==> src/hw/rtl/yhp_pkg.sv <==
// Package for the YUV to HSV pixel unit: widths, config record, divider cell record,
// register index codes and the shift/clamp helper. No dependencies.
`default_nettype none
package yhp_pkg;

    localparam int SHIFT     = 13;
    localparam int PROD_W    = 25;              // 9 bit signed sample times 16 bit gain
    localparam int SUM_W     = PROD_W + 2;      // three products plus rounding
    localparam int DIV_STEPS = 9;               // quotient bits per divider lane
    localparam int REM_W     = 18;              // 85 * 1785 fits in 18 bits
    localparam int DSH_W     = REM_W - 1;
    localparam int Q_W       = DIV_STEPS;

    typedef enum logic [2:0] {
        REG_LUMA_OFFSET   = 3'd0,
        REG_CHROMA_OFFSET = 3'd1,
        REG_LUMA_GAIN     = 3'd2,
        REG_U_BLUE_GAIN   = 3'd3,
        REG_U_GREEN_GAIN  = 3'd4,
        REG_V_GREEN_GAIN  = 3'd5,
        REG_V_RED_GAIN    = 3'd6
    } reg_index_t;

    typedef struct packed {
        logic        [7:0]  luma_offset;
        logic        [7:0]  chroma_offset;
        logic signed [15:0] luma_gain;
        logic signed [15:0] u_blue_gain;
        logic signed [15:0] u_green_gain;
        logic signed [15:0] v_green_gain;
        logic signed [15:0] v_red_gain;
    } cfg_t;

    // One divider lane: partial remainder, aligned divisor, quotient so far.
    typedef struct packed {
        logic [REM_W-1:0] rem;
        logic [DSH_W-1:0] dsh;
        logic [Q_W-1:0]   quo;
    } div_lane_t;

    typedef struct packed {
        logic      vld;
        div_lane_t hue;
        div_lane_t sat;
        logic [7:0] bright;
    } div_cell_t;

    // floor(x / 2^SHIFT) clamped to 0..255
    function automatic logic [7:0] shift_clamp(input logic signed [SUM_W-1:0] x);
        logic signed [SUM_W-1:0] q;
        q = x >>> SHIFT;
        if (q < 0)
            return 8'd0;
        else if (q > SUM_W'(255))
            return 8'd255;
        else
            return q[7:0];
    endfunction

endpackage
`default_nettype wire

==> src/hw/rtl/yhp_cell.sv <==
// One restoring-division cell, two lanes (hue and saturation) plus pass-along data.
// Depends on yhp_pkg.
`default_nettype none
module yhp_cell (
    input  wire logic              aclk,
    input  wire logic              aresetn,
    input  wire logic              en,
    input  wire yhp_pkg::div_cell_t cell_in,
    output yhp_pkg::div_cell_t     cell_out
);
    import yhp_pkg::*;

    div_cell_t cell_reg;
    div_cell_t cell_next;

    function automatic div_lane_t step(input div_lane_t l);
        div_lane_t o;
        logic      b;
        b     = l.rem >= {1'b0, l.dsh};
        o.rem = b ? l.rem - {1'b0, l.dsh} : l.rem;
        o.dsh = l.dsh >> 1;
        o.quo = {l.quo[Q_W-2:0], b};
        return o;
    endfunction

    always_comb begin
        cell_next        = cell_in;
        cell_next.hue    = step(cell_in.hue);
        cell_next.sat    = step(cell_in.sat);
    end

    always_ff @(posedge aclk) begin
        if (!aresetn) begin
            cell_reg.vld <= 1'b0;
        end else if (en) begin
            cell_reg <= cell_next;
        end
    end

    assign cell_out = cell_reg;

endmodule
`default_nettype wire

==> src/hw/rtl/yhp_color.sv <==
// Front end: offsets, gain products, RGB clamp, max/range/hue dividend, divider setup.
// Five registered stages. Depends on yhp_pkg.
`default_nettype none
module yhp_color (
    input  wire logic          aclk,
    input  wire logic          aresetn,
    input  wire logic          en,
    input  wire logic          in_vld,
    input  wire logic [7:0]    y_sample,
    input  wire logic [7:0]    u_sample,
    input  wire logic [7:0]    v_sample,
    input  wire yhp_pkg::cfg_t cfg,
    output yhp_pkg::div_cell_t cell_out
);
    import yhp_pkg::*;

    // stage A: offsets removed
    logic              a_vld_reg;
    logic signed [8:0] yo_reg, uo_reg, vo_reg;
    // stage B: products
    logic              b_vld_reg;
    logic signed [PROD_W-1:0] py_reg, pvr_reg, pug_reg, pvg_reg, pub_reg;
    // stage C: clamped colors
    logic              c_vld_reg;
    logic [7:0]        r_reg, g_reg, b_reg;
    // stage D: max, range, dividend
    logic              d_vld_reg;
    logic [7:0]        mx_reg, rng_reg;
    logic [10:0]       dvd_reg;
    // stage E: divider inputs
    div_cell_t         e_reg, e_next;

    logic signed [SUM_W-1:0] sum_r, sum_g, sum_b, rt;
    logic [7:0]  mx, mn, rng;
    logic [11:0] dvd;

    assign rt    = SUM_W'(1) <<< (SHIFT - 1);
    assign sum_r = SUM_W'(py_reg) + SUM_W'(pvr_reg) + rt;
    assign sum_g = SUM_W'(py_reg) + SUM_W'(pug_reg) + SUM_W'(pvg_reg) + rt;
    assign sum_b = SUM_W'(py_reg) + SUM_W'(pub_reg) + rt;

    always_comb begin
        mx = r_reg;
        mn = r_reg;
        if (g_reg > mx) mx = g_reg;
        if (b_reg > mx) mx = b_reg;
        if (g_reg < mn) mn = g_reg;
        if (b_reg < mn) mn = b_reg;
        rng = mx - mn;
        // red wins ties, then green
        priority if (r_reg == mx)
            dvd = 12'(g_reg) - 12'(b_reg) + 12'(rng) * 12'd6;
        else if (g_reg == mx)
            dvd = 12'(b_reg) - 12'(r_reg) + 12'(rng) * 12'd2;
        else
            dvd = 12'(r_reg) - 12'(g_reg) + 12'(rng) * 12'd4;
    end

    always_comb begin
        e_next.vld     = d_vld_reg;
        e_next.bright  = mx_reg;
        e_next.hue.rem = REM_W'(dvd_reg) * REM_W'(85);
        e_next.hue.quo = '0;
        // zero range: numerator is zero, any nonzero divisor gives zero
        e_next.hue.dsh = (rng_reg == 8'd0) ? DSH_W'(1) << (DIV_STEPS - 1)
                                           : DSH_W'(rng_reg) << DIV_STEPS;
        e_next.sat.rem = REM_W'(rng_reg) * REM_W'(255);
        e_next.sat.quo = '0;
        e_next.sat.dsh = (mx_reg == 8'd0) ? DSH_W'(1) << (DIV_STEPS - 1)
                                          : DSH_W'(mx_reg) << (DIV_STEPS - 1);
    end

    always_ff @(posedge aclk) begin
        if (!aresetn) begin
            a_vld_reg <= 1'b0;
            b_vld_reg <= 1'b0;
            c_vld_reg <= 1'b0;
            d_vld_reg <= 1'b0;
            e_reg.vld <= 1'b0;
        end else if (en) begin
            a_vld_reg <= in_vld;
            yo_reg    <= $signed({1'b0, y_sample}) - $signed({1'b0, cfg.luma_offset});
            uo_reg    <= $signed({1'b0, u_sample}) - $signed({1'b0, cfg.chroma_offset});
            vo_reg    <= $signed({1'b0, v_sample}) - $signed({1'b0, cfg.chroma_offset});

            b_vld_reg <= a_vld_reg;
            py_reg    <= yo_reg * cfg.luma_gain;
            pvr_reg   <= vo_reg * cfg.v_red_gain;
            pug_reg   <= uo_reg * cfg.u_green_gain;
            pvg_reg   <= vo_reg * cfg.v_green_gain;
            pub_reg   <= uo_reg * cfg.u_blue_gain;

            c_vld_reg <= b_vld_reg;
            r_reg     <= shift_clamp(sum_r);
            g_reg     <= shift_clamp(sum_g);
            b_reg     <= shift_clamp(sum_b);

            d_vld_reg <= c_vld_reg;
            mx_reg    <= mx;
            rng_reg   <= rng;
            dvd_reg   <= dvd[10:0];

            e_reg     <= e_next;
        end
    end

    assign cell_out = e_reg;

endmodule
`default_nettype wire

==> src/hw/rtl/yuv444_to_hsv_pixel_unit.sv <==
// Top level of the YUV 4:4:4 to HSV pixel unit: config registers, front end, divider chain.
// Depends on yhp_pkg, yhp_color, yhp_cell.
//
//  channel   direction  handshake             payload
//  s_        in         s_valid / s_ready     s_y_sample, s_u_sample, s_v_sample
//  m_        out        m_valid / m_ready     m_hue, m_saturation, m_brightness
//  cfg_      in         cfg_valid / cfg_ready cfg_index, cfg_data
//
// One item per cycle sustained unless stalled (5 front-end stages, 9 divider cells).
// The whole pipeline advances together: it stalls only while the last cell holds an
// item that m_ready has not taken, and s_ready drops in that cycle.
// Reset clears the valid bits and loads the config registers with their defaults.
// cfg_ready is always high; writes to index 7 are ignored.
`default_nettype none
module yuv444_to_hsv_pixel_unit (
    input  wire logic        aclk,
    input  wire logic        aresetn,
    input  wire logic        s_valid,
    output wire logic        s_ready,
    input  wire logic [7:0]  s_y_sample,
    input  wire logic [7:0]  s_u_sample,
    input  wire logic [7:0]  s_v_sample,
    output wire logic        m_valid,
    input  wire logic        m_ready,
    output wire logic [7:0]  m_hue,
    output wire logic [7:0]  m_saturation,
    output wire logic [7:0]  m_brightness,
    input  wire logic        cfg_valid,
    output wire logic        cfg_ready,
    input  wire logic [2:0]  cfg_index,
    input  wire logic [15:0] cfg_data
);
    import yhp_pkg::*;

    cfg_t      cfg_reg;
    logic      en;
    div_cell_t chain [DIV_STEPS+1];

    // global advance: last cell empty or being drained
    assign en        = !chain[DIV_STEPS].vld || m_ready;
    assign s_ready   = en;
    assign cfg_ready = 1'b1;

    always_ff @(posedge aclk) begin
        if (!aresetn) begin
            cfg_reg.luma_offset   <= 8'd16;
            cfg_reg.chroma_offset <= 8'd128;
            cfg_reg.luma_gain     <= 16'sd9535;
            cfg_reg.u_blue_gain   <= 16'sd16531;
            cfg_reg.u_green_gain  <= -16'sd3203;
            cfg_reg.v_green_gain  <= -16'sd6660;
            cfg_reg.v_red_gain    <= 16'sd13074;
        end else if (cfg_valid) begin
            unique case (reg_index_t'(cfg_index))
                REG_LUMA_OFFSET:   cfg_reg.luma_offset   <= cfg_data[7:0];
                REG_CHROMA_OFFSET: cfg_reg.chroma_offset <= cfg_data[7:0];
                REG_LUMA_GAIN:     cfg_reg.luma_gain     <= cfg_data;
                REG_U_BLUE_GAIN:   cfg_reg.u_blue_gain   <= cfg_data;
                REG_U_GREEN_GAIN:  cfg_reg.u_green_gain  <= cfg_data;
                REG_V_GREEN_GAIN:  cfg_reg.v_green_gain  <= cfg_data;
                REG_V_RED_GAIN:    cfg_reg.v_red_gain    <= cfg_data;
                default: ;
            endcase
        end
    end

    yhp_color u_color (
        .aclk     (aclk),
        .aresetn  (aresetn),
        .en       (en),
        .in_vld   (s_valid),
        .y_sample (s_y_sample),
        .u_sample (s_u_sample),
        .v_sample (s_v_sample),
        .cfg      (cfg_reg),
        .cell_out (chain[0])
    );

    // one quotient bit per cell, MSB first
    for (genvar i = 0; i < DIV_STEPS; i++) begin : g_div
        yhp_cell u_cell (
            .aclk     (aclk),
            .aresetn  (aresetn),
            .en       (en),
            .cell_in  (chain[i]),
            .cell_out (chain[i+1])
        );
    end

    assign m_valid      = chain[DIV_STEPS].vld;
    assign m_hue        = chain[DIV_STEPS].hue.quo[7:0];
    assign m_saturation = chain[DIV_STEPS].sat.quo[7:0];
    assign m_brightness = chain[DIV_STEPS].bright;

    // saturation quotient never exceeds 255
    a_sat_fits: assert property (@(posedge aclk) disable iff (!aresetn)
        m_valid |-> !chain[DIV_STEPS].sat.quo[Q_W-1])
        else $error("saturation quotient overflow");

    // hue before wrap is at most 85*7/2
    a_hue_bound: assert property (@(posedge aclk) disable iff (!aresetn)
        m_valid |-> chain[DIV_STEPS].hue.quo <= Q_W'(297))
        else $error("hue quotient out of bound");

    // black pixel has zero saturation and hue
    a_black: assert property (@(posedge aclk) disable iff (!aresetn)
        (m_valid && m_brightness == 8'd0) |-> (m_saturation == 8'd0 && m_hue == 8'd0))
        else $error("black pixel with nonzero hue or saturation");

    // final saturation remainder is below its divisor
    a_rem: assert property (@(posedge aclk) disable iff (!aresetn)
        m_valid |-> chain[DIV_STEPS].sat.rem < REM_W'(m_brightness == 8'd0 ? 8'd1
                                                         : m_brightness))
        else $error("saturation remainder not reduced");

endmodule
`default_nettype wire
==> config.mk <==
export PLATFORM = sky130hd
export DESIGN_NAME = yuv444_to_hsv_pixel_unit
export DESIGN_NICKNAME = d
export VERILOG_FILES = /design/src/hw/rtl/yhp_pkg.sv /design/src/hw/rtl/yhp_cell.sv /design/src/hw/rtl/yhp_color.sv /design/src/hw/rtl/yuv444_to_hsv_pixel_unit.sv
export SDC_FILE = /design/constraint.sdc
export NUM_CORES = 2
export LEC_CHECK = 0
export BUFFER_PORTS_ARGS = -buffer_cell sky130_fd_sc_hd__buf_2
export CAP_MARGIN = 20
export CELL_PAD_IN_SITES_DETAIL_PLACEMENT = 0
export CELL_PAD_IN_SITES_GLOBAL_PLACEMENT = 2
export CORE_MARGIN = 2
export CORE_UTILIZATION = 40
export CTS_BUF_LIST = sky130_fd_sc_hd__clkbuf_8
export DETAILED_ROUTE_END_ITERATION = 16
export PLACE_DENSITY = 0.78
export SLEW_MARGIN = 20
export SYNTH_ARGS = -nofsm -noshare
export SYNTH_HDL_FRONTEND = slang
export SYNTH_SLANG_ARGS = --single-unit
==> constraint.sdc <==
create_clock -name aclk -period 32.9 [get_ports aclk]
set_input_delay 3.29 -clock aclk [delete_from_list [all_inputs] [get_ports aclk]]
set_output_delay 3.29 -clock aclk [all_outputs]
set_load 0.01 [all_outputs]
Word-level counts from Yosys, hierarchy flattened
Index checks and enable logic that the tools add are counted.
{"block": "classes", "n_addsub": 33, "n_mul": 8, "magnitude_cmp": 28, "n_eq_ne": 8, "muxes": 26, "reduce_logical": 13}
{"cell": "$mux W18", "count": 15}
{"cell": "$mul A9 B16 Y25", "count": 5}
{"cell": "$add A25 B25 Y26", "count": 3}
{"cell": "$mux W8", "count": 7}
{"cell": "$add A26 B14 Y27 const B", "count": 2}
{"cell": "$sub A8 B8 Y9", "count": 6}
{"cell": "$gt A14 B9 Y1 const B", "count": 3}
{"cell": "$lt A14 B1 Y1 const B", "count": 3}
{"cell": "$ge A18 B10 Y1", "count": 2}
{"cell": "$ge A18 B11 Y1", "count": 2}
{"cell": "$ge A18 B12 Y1", "count": 2}
{"cell": "$ge A18 B13 Y1", "count": 2}
{"cell": "$ge A18 B14 Y1", "count": 2}
{"cell": "$ge A18 B15 Y1", "count": 2}
{"cell": "$ge A18 B16 Y1", "count": 2}
{"cell": "$ge A18 B9 Y1", "count": 2}
{"cell": "$sub A18 B10 Y18", "count": 2}
{"cell": "$sub A18 B11 Y18", "count": 2}
{"cell": "$sub A18 B12 Y18", "count": 2}
{"cell": "$sub A18 B13 Y18", "count": 2}
{"cell": "$sub A18 B14 Y18", "count": 2}
{"cell": "$sub A18 B15 Y18", "count": 2}
{"cell": "$sub A18 B16 Y18", "count": 2}
{"cell": "$add A26 B25 Y27", "count": 1}
{"cell": "other kinds (26)", "count": 41}
{"block": "word_totals", "regBits": 1021, "input_bits": 48, "out_inout_bits": 27, "elab_cells": 216}

Longest topological paths before layout
{"block": "depth", "ltp_word": 8, "depth_mapped": 43, "mapped_depth_nobuf": 40}

By module
A second synthesis with hierarchy kept.
{"block": "hier_totals", "cells_unflattened": 8887, "area_unflattened_um2": 95618.0}
{"mod": "yhp_cell", "instances": 9, "cells_per_inst": 449, "area_per_inst_um2": 5267.6, "seq_area_each_um2": 2842.7}
{"mod": "yhp_color", "instances": 1, "cells_per_inst": 4489, "area_per_inst_um2": 44455.1, "seq_area_each_um2": 7967.6}
{"mod": "yuv444_to_hsv_pixel_unit", "instances": 1, "cells_per_inst": 357, "area_per_inst_um2": 3754.9, "seq_area_each_um2": 1921.8}

Worst setup path before layout
Ideal clock, no wire load.
{"block": "synth_path", "path_kind": "input to register", "from": "in m_ready", "to": "reg g_div[0].u_cell.cell_reg, in the netlist g_div[0].u_cell.cell_out[0] (enable)", "setup_time_ns": 1.304, "arrival_time_ns": 22.537, "path_slack_ns": 9.059, "path_stages": 4, "n_path_buf": 1, "cell_sequence": "nor2b_1 > inv_1 > clkbuf_1 > and2_1"}
{"block": "synth_via", "elab_chain_cells": 2}
{"item": "from (decl)", "line_no": "yuv444_to_hsv_pixel_unit.sv:24", "text": "input wire logic m_ready,"}
{"item": "$logic_or A1 B1 Y1", "line_no": "yuv444_to_hsv_pixel_unit.sv:40", "text": "assign en = !chain[DIV_STEPS].vld || m_ready;"}
{"item": "net s_ready", "line_no": "yuv444_to_hsv_pixel_unit.sv:19", "text": "output wire logic s_ready,"}
{"item": "$reduce_and A2 Y1 (no source line)"}
{"item": "to (signal assigned)", "line_no": "yhp_cell.sv:36", "text": "cell_reg <= cell_next;"}
{"item": "to (decl)", "line_no": "yhp_cell.sv:13", "text": "div_cell_t cell_reg;"}
The timed path passes the listed nets, and every way through them passes these cells.
A chain may end at the register's enable or synchronous reset.

Worst setup path after layout
{"block": "layout_path", "from": "reg u_color.r_reg[4]", "to": "reg u_color.dvd_reg[10], data pin"}
{"block": "layout_via", "elab_chain_cells": 8, "word_cells_on_any_way": 19}
{"item": "from (decl)", "line_no": "yhp_color.sv:25", "text": "logic [7:0] r_reg, g_reg, b_reg;"}
{"item": "from (signal assigned)", "line_no": "yhp_color.sv:94", "text": "r_reg <= shift_clamp(sum_r);"}
{"item": "$gt A8 B8 Y1 / $lt A8 B8 Y1 (equally long branches)", "line_no": "yhp_color.sv:45, yhp_color.sv:47"}
{"item": "$mux W8 (on tied branches)", "line_no": "yhp_color.sv:45, yhp_color.sv:47"}
{"item": "$gt A8 B8 Y1 / $lt A8 B8 Y1 (equally long branches)", "line_no": "yhp_color.sv:46, yhp_color.sv:48"}
{"item": "$mux W8 (on tied branches)", "line_no": "yhp_color.sv:46, yhp_color.sv:48"}
{"item": "$sub A8 B8 Y8", "line_no": "yhp_color.sv:49", "text": "rng = mx - mn;"}
{"item": "$mul A8 B2 Y10, or another cell as far along", "line_no": "yhp_color.sv:52", "text": "dvd = 12'(g_reg) - 12'(b_reg) + 12'(rng) * 12'd6;"}
{"item": "$add A11 B11 Y11 / $mux W11 (equally long branches)", "line_no": "yhp_color.sv:52, yhp_color.sv:53"}
{"item": "$mux W11 (*)", "line_no": "yhp_color.sv:51", "text": "priority if (r_reg == mx)"}
{"item": "net u_color.dvd[10]", "line_no": "yhp_color.sv:35", "text": "logic [11:0] dvd;"}
{"item": "to (signal assigned)", "line_no": "yhp_color.sv:101", "text": "dvd_reg <= dvd[10:0];"}
{"item": "to (decl)", "line_no": "yhp_color.sv:29", "text": "logic [10:0] dvd_reg;"}
Mark *: on every way through the listed nets, which the timed path passes. The rest lies on a longest branch.

==> run metrics <==
status=completed; Std-Cell Rows=157; sequential fraction of the synthesis area=0.367; GR Overflow Total=0; Reg-to-Reg Start=u_color.r_reg[4]$_SDFFCE_PN0P_; vias per cell=4.88; Synth Register Bits=940; Finished Layout Cells=9522; RR Endpoint=u_color.dvd_reg[10]$_DFFE_PP_; Ys Warns=0; Post-CTS Setup Inserts=0; crit end category=flip-flop; Worst setup SP type=flip-flop; most numerous cell in the Yosys netlist=inv_1; CTS Sinks=940; largest net degree at the start of global routing=157; wire per inst=17.9 µm; Post-synth EDFFs=830; routed wire length=171000 µm; DP Cell Count=9202; Gate Count Post-Synth=6859; # hold bufs at CTS=0; PortBufs=73; top post-synthesis cells by count=inv_1 (1038), edfxtp_1 (830), nand2_1 (766); Die Y-Extent=434 µm; CTS buffer count=173; initial detailed-routing violation count=2078; CP max stage cell=mux2i_1; Final period util=0.300; via count of the routed design=46400; RSZ-0062 raised after global routing=false; worst setup path endpoint=u_color.dvd_reg[10]$_DFFE_PP_; io pins=75; total nets after synthesis=8333; Worst-Skew Late Latency=0.96 ns; Max-Cap Viols=0; Fin. Hold Viols=0; Worst path most repeated cell=ha_1; RePlAce Congestion=0.853; antenna violations before repair=6; Reg2Reg Setup Slack=23.04 ns; Chip Width=434 µm; Post-DP HPWL=132000 µm; TritonRoute pass-1 iters=5; worst endpoint data arrival time=10.53 ns; NumNets Final=8387; Max clock buf depth=3; headroom to the max-slew limit=0.276; maximum fanout along the worst path=24; vias in the first global route=48800; Final Skew=0.0515 ns; Yosys top cell by area=edfxtp_1; Critical Path Source=u_color.r_reg[4]$_SDFFCE_PN0P_; Setup TNS=0 ns; fin crit period=9.86 ns; clk slew on worst S/H paths=0.06 ns; first-pass GRT wire length=272000 µm; count of unique library cells instantiated by Yosys=88; Resize count post-CTS=0; root buffer cell=clkbuf_8; DRC errors left=0; CTS tree=yes; Synth area leaders=edfxtp_1 (34%), fa_1 (19%), ha_1 (12%); starting density of the core=0.403; H-tree levels=4; post-route ant nets=0; actual slew at the worst max-slew pin=1.09 ns; worst path required time=33.57 ns; die area=0.188 mm²; average cell area after synthesis=10.8 µm²; worst min path class=flip-flop to flip-flop; Largest register FFs=577; core area=0.183 mm²; Yosys top cell area share=0.337; critical setup path kind=flip-flop to flip-flop; CP max stage delay=0.75 ns; Final Setup Violations=0; area grow syn2layout=8.56%; GRT Total Usage=0.185; fmax=0.101 GHz; Most used DFF post-synth=edfxtp_1; ys async rst share=0; R2R cell count=35; share of layout cells above drive strength 1=0.0571; Final Slew Violations=0; mapped cell area=0.0739 mm²
cells in the final DEF (no fill, tap or decap), types with 56 or more instances in the layout:
cell type and instances:
a21boi_0 71, a21o_1 148, a21oi_1 285, and2_1 309, buf_2 73, clkbuf_8 178
dfxtp_1 110, edfxtp_1 830, fa_1 690, ha_1 736, inv_1 1085, nand2_1 766
nand2b_1 146, nand3_1 86, nor2_1 233, nor2b_1 72, nor3_1 65, o21ai_0 179
o21bai_1 56, xnor2_1 272, xor2_1 135
cell type report:
type | instances | area (µm²)
diodes | 5 | 12.5
flip-flops and latches | 940 | 27100
well taps | 2464 | 3080
clock inverters | 137 | 1070
inverters | 1041 | 3910
fillers | 17500 | 103000
clock buffers | 178 | 2450
repair buffers | 113 | 678
multi-input cells | 4644 | 41900
how the worst min path moves through the flow:
stage / cells after the start / start / end
finish: 0 / g_div[0].u_cell.cell_out[81]$_DFFE_PP_ / g_div[1].u_cell.cell_out[81]$_DFFE_PP_
global route: 0 / g_div[5].u_cell.cell_out[5]$_DFFE_PP_ / g_div[6].u_cell.cell_out[5]$_DFFE_PP_
CTS: 0 / g_div[0].u_cell.cell_out[81]$_DFFE_PP_ / g_div[1].u_cell.cell_out[81]$_DFFE_PP_
detailed placement: 0 / g_div[2].u_cell.cell_out[1]$_DFFE_PP_ / g_div[3].u_cell.cell_out[1]$_DFFE_PP_
global placement: 0 / g_div[1].u_cell.cell_out[1]$_DFFE_PP_ / g_div[2].u_cell.cell_out[1]$_DFFE_PP_
floorplan: 0 / u_color.cell_out[0]$_DFFE_PP_ / g_div[0].u_cell.cell_out[0]$_DFFE_PP_
critical path, delay by kind of cell (launching register included):
family          cells  cell delay [ns]
compound gates     14             3.71
xor+xnor            4             0.85
fa+ha+maj           6             1.98
buf+inv             2             0.14
flops               1             0.51
mux                 2             0.94
simple gates        7             1.44
metal layers:
layer	up-vias	wire, µm	global-route usage
li1	22800	-	-
met4	4	3360	0.0491
met2	586	85800	0.330
met1	22800	76400	0.237
met3	201	5250	0.0233
met5	-	21	0
metrics by stage:
stage	worst slack, ns	hold slack [ns]	area, µm²	util
6_report	23.04	0.410	80300	0.437
5_1_grt	22.34	0.420	80300	0.437
4_1_cts	22.85	0.411	80300	0.437
3_5_place_dp	22.87	0.405	76700	0.418
3_3_place_gp	22.79	0.403	76700	0.418
2_1_floorplan	9.06	0.400	73900	-
cells by family (layout without fill, tap and decap cells):
| family | count (synthesis) | in the layout | share of synthesized area |
|---|---|---|---|
| other cells | 1 | 6 | 0.0000507 |
| buf+inv | 1275 | 1469 | 0.0663 |
| compound gates | 919 | 919 | 0.0794 |
| simple gates | 1848 | 1848 | 0.121 |
| fa+ha+maj | 1429 | 1429 | 0.312 |
| xor+xnor | 410 | 410 | 0.0490 |
| mux | 37 | 37 | 0.00526 |
| flops | 940 | 940 | 0.367 |
Power is left out: the tool's default activity adds up to more than one toggle a clock period on the data nets, which glitch-free logic cannot reach.
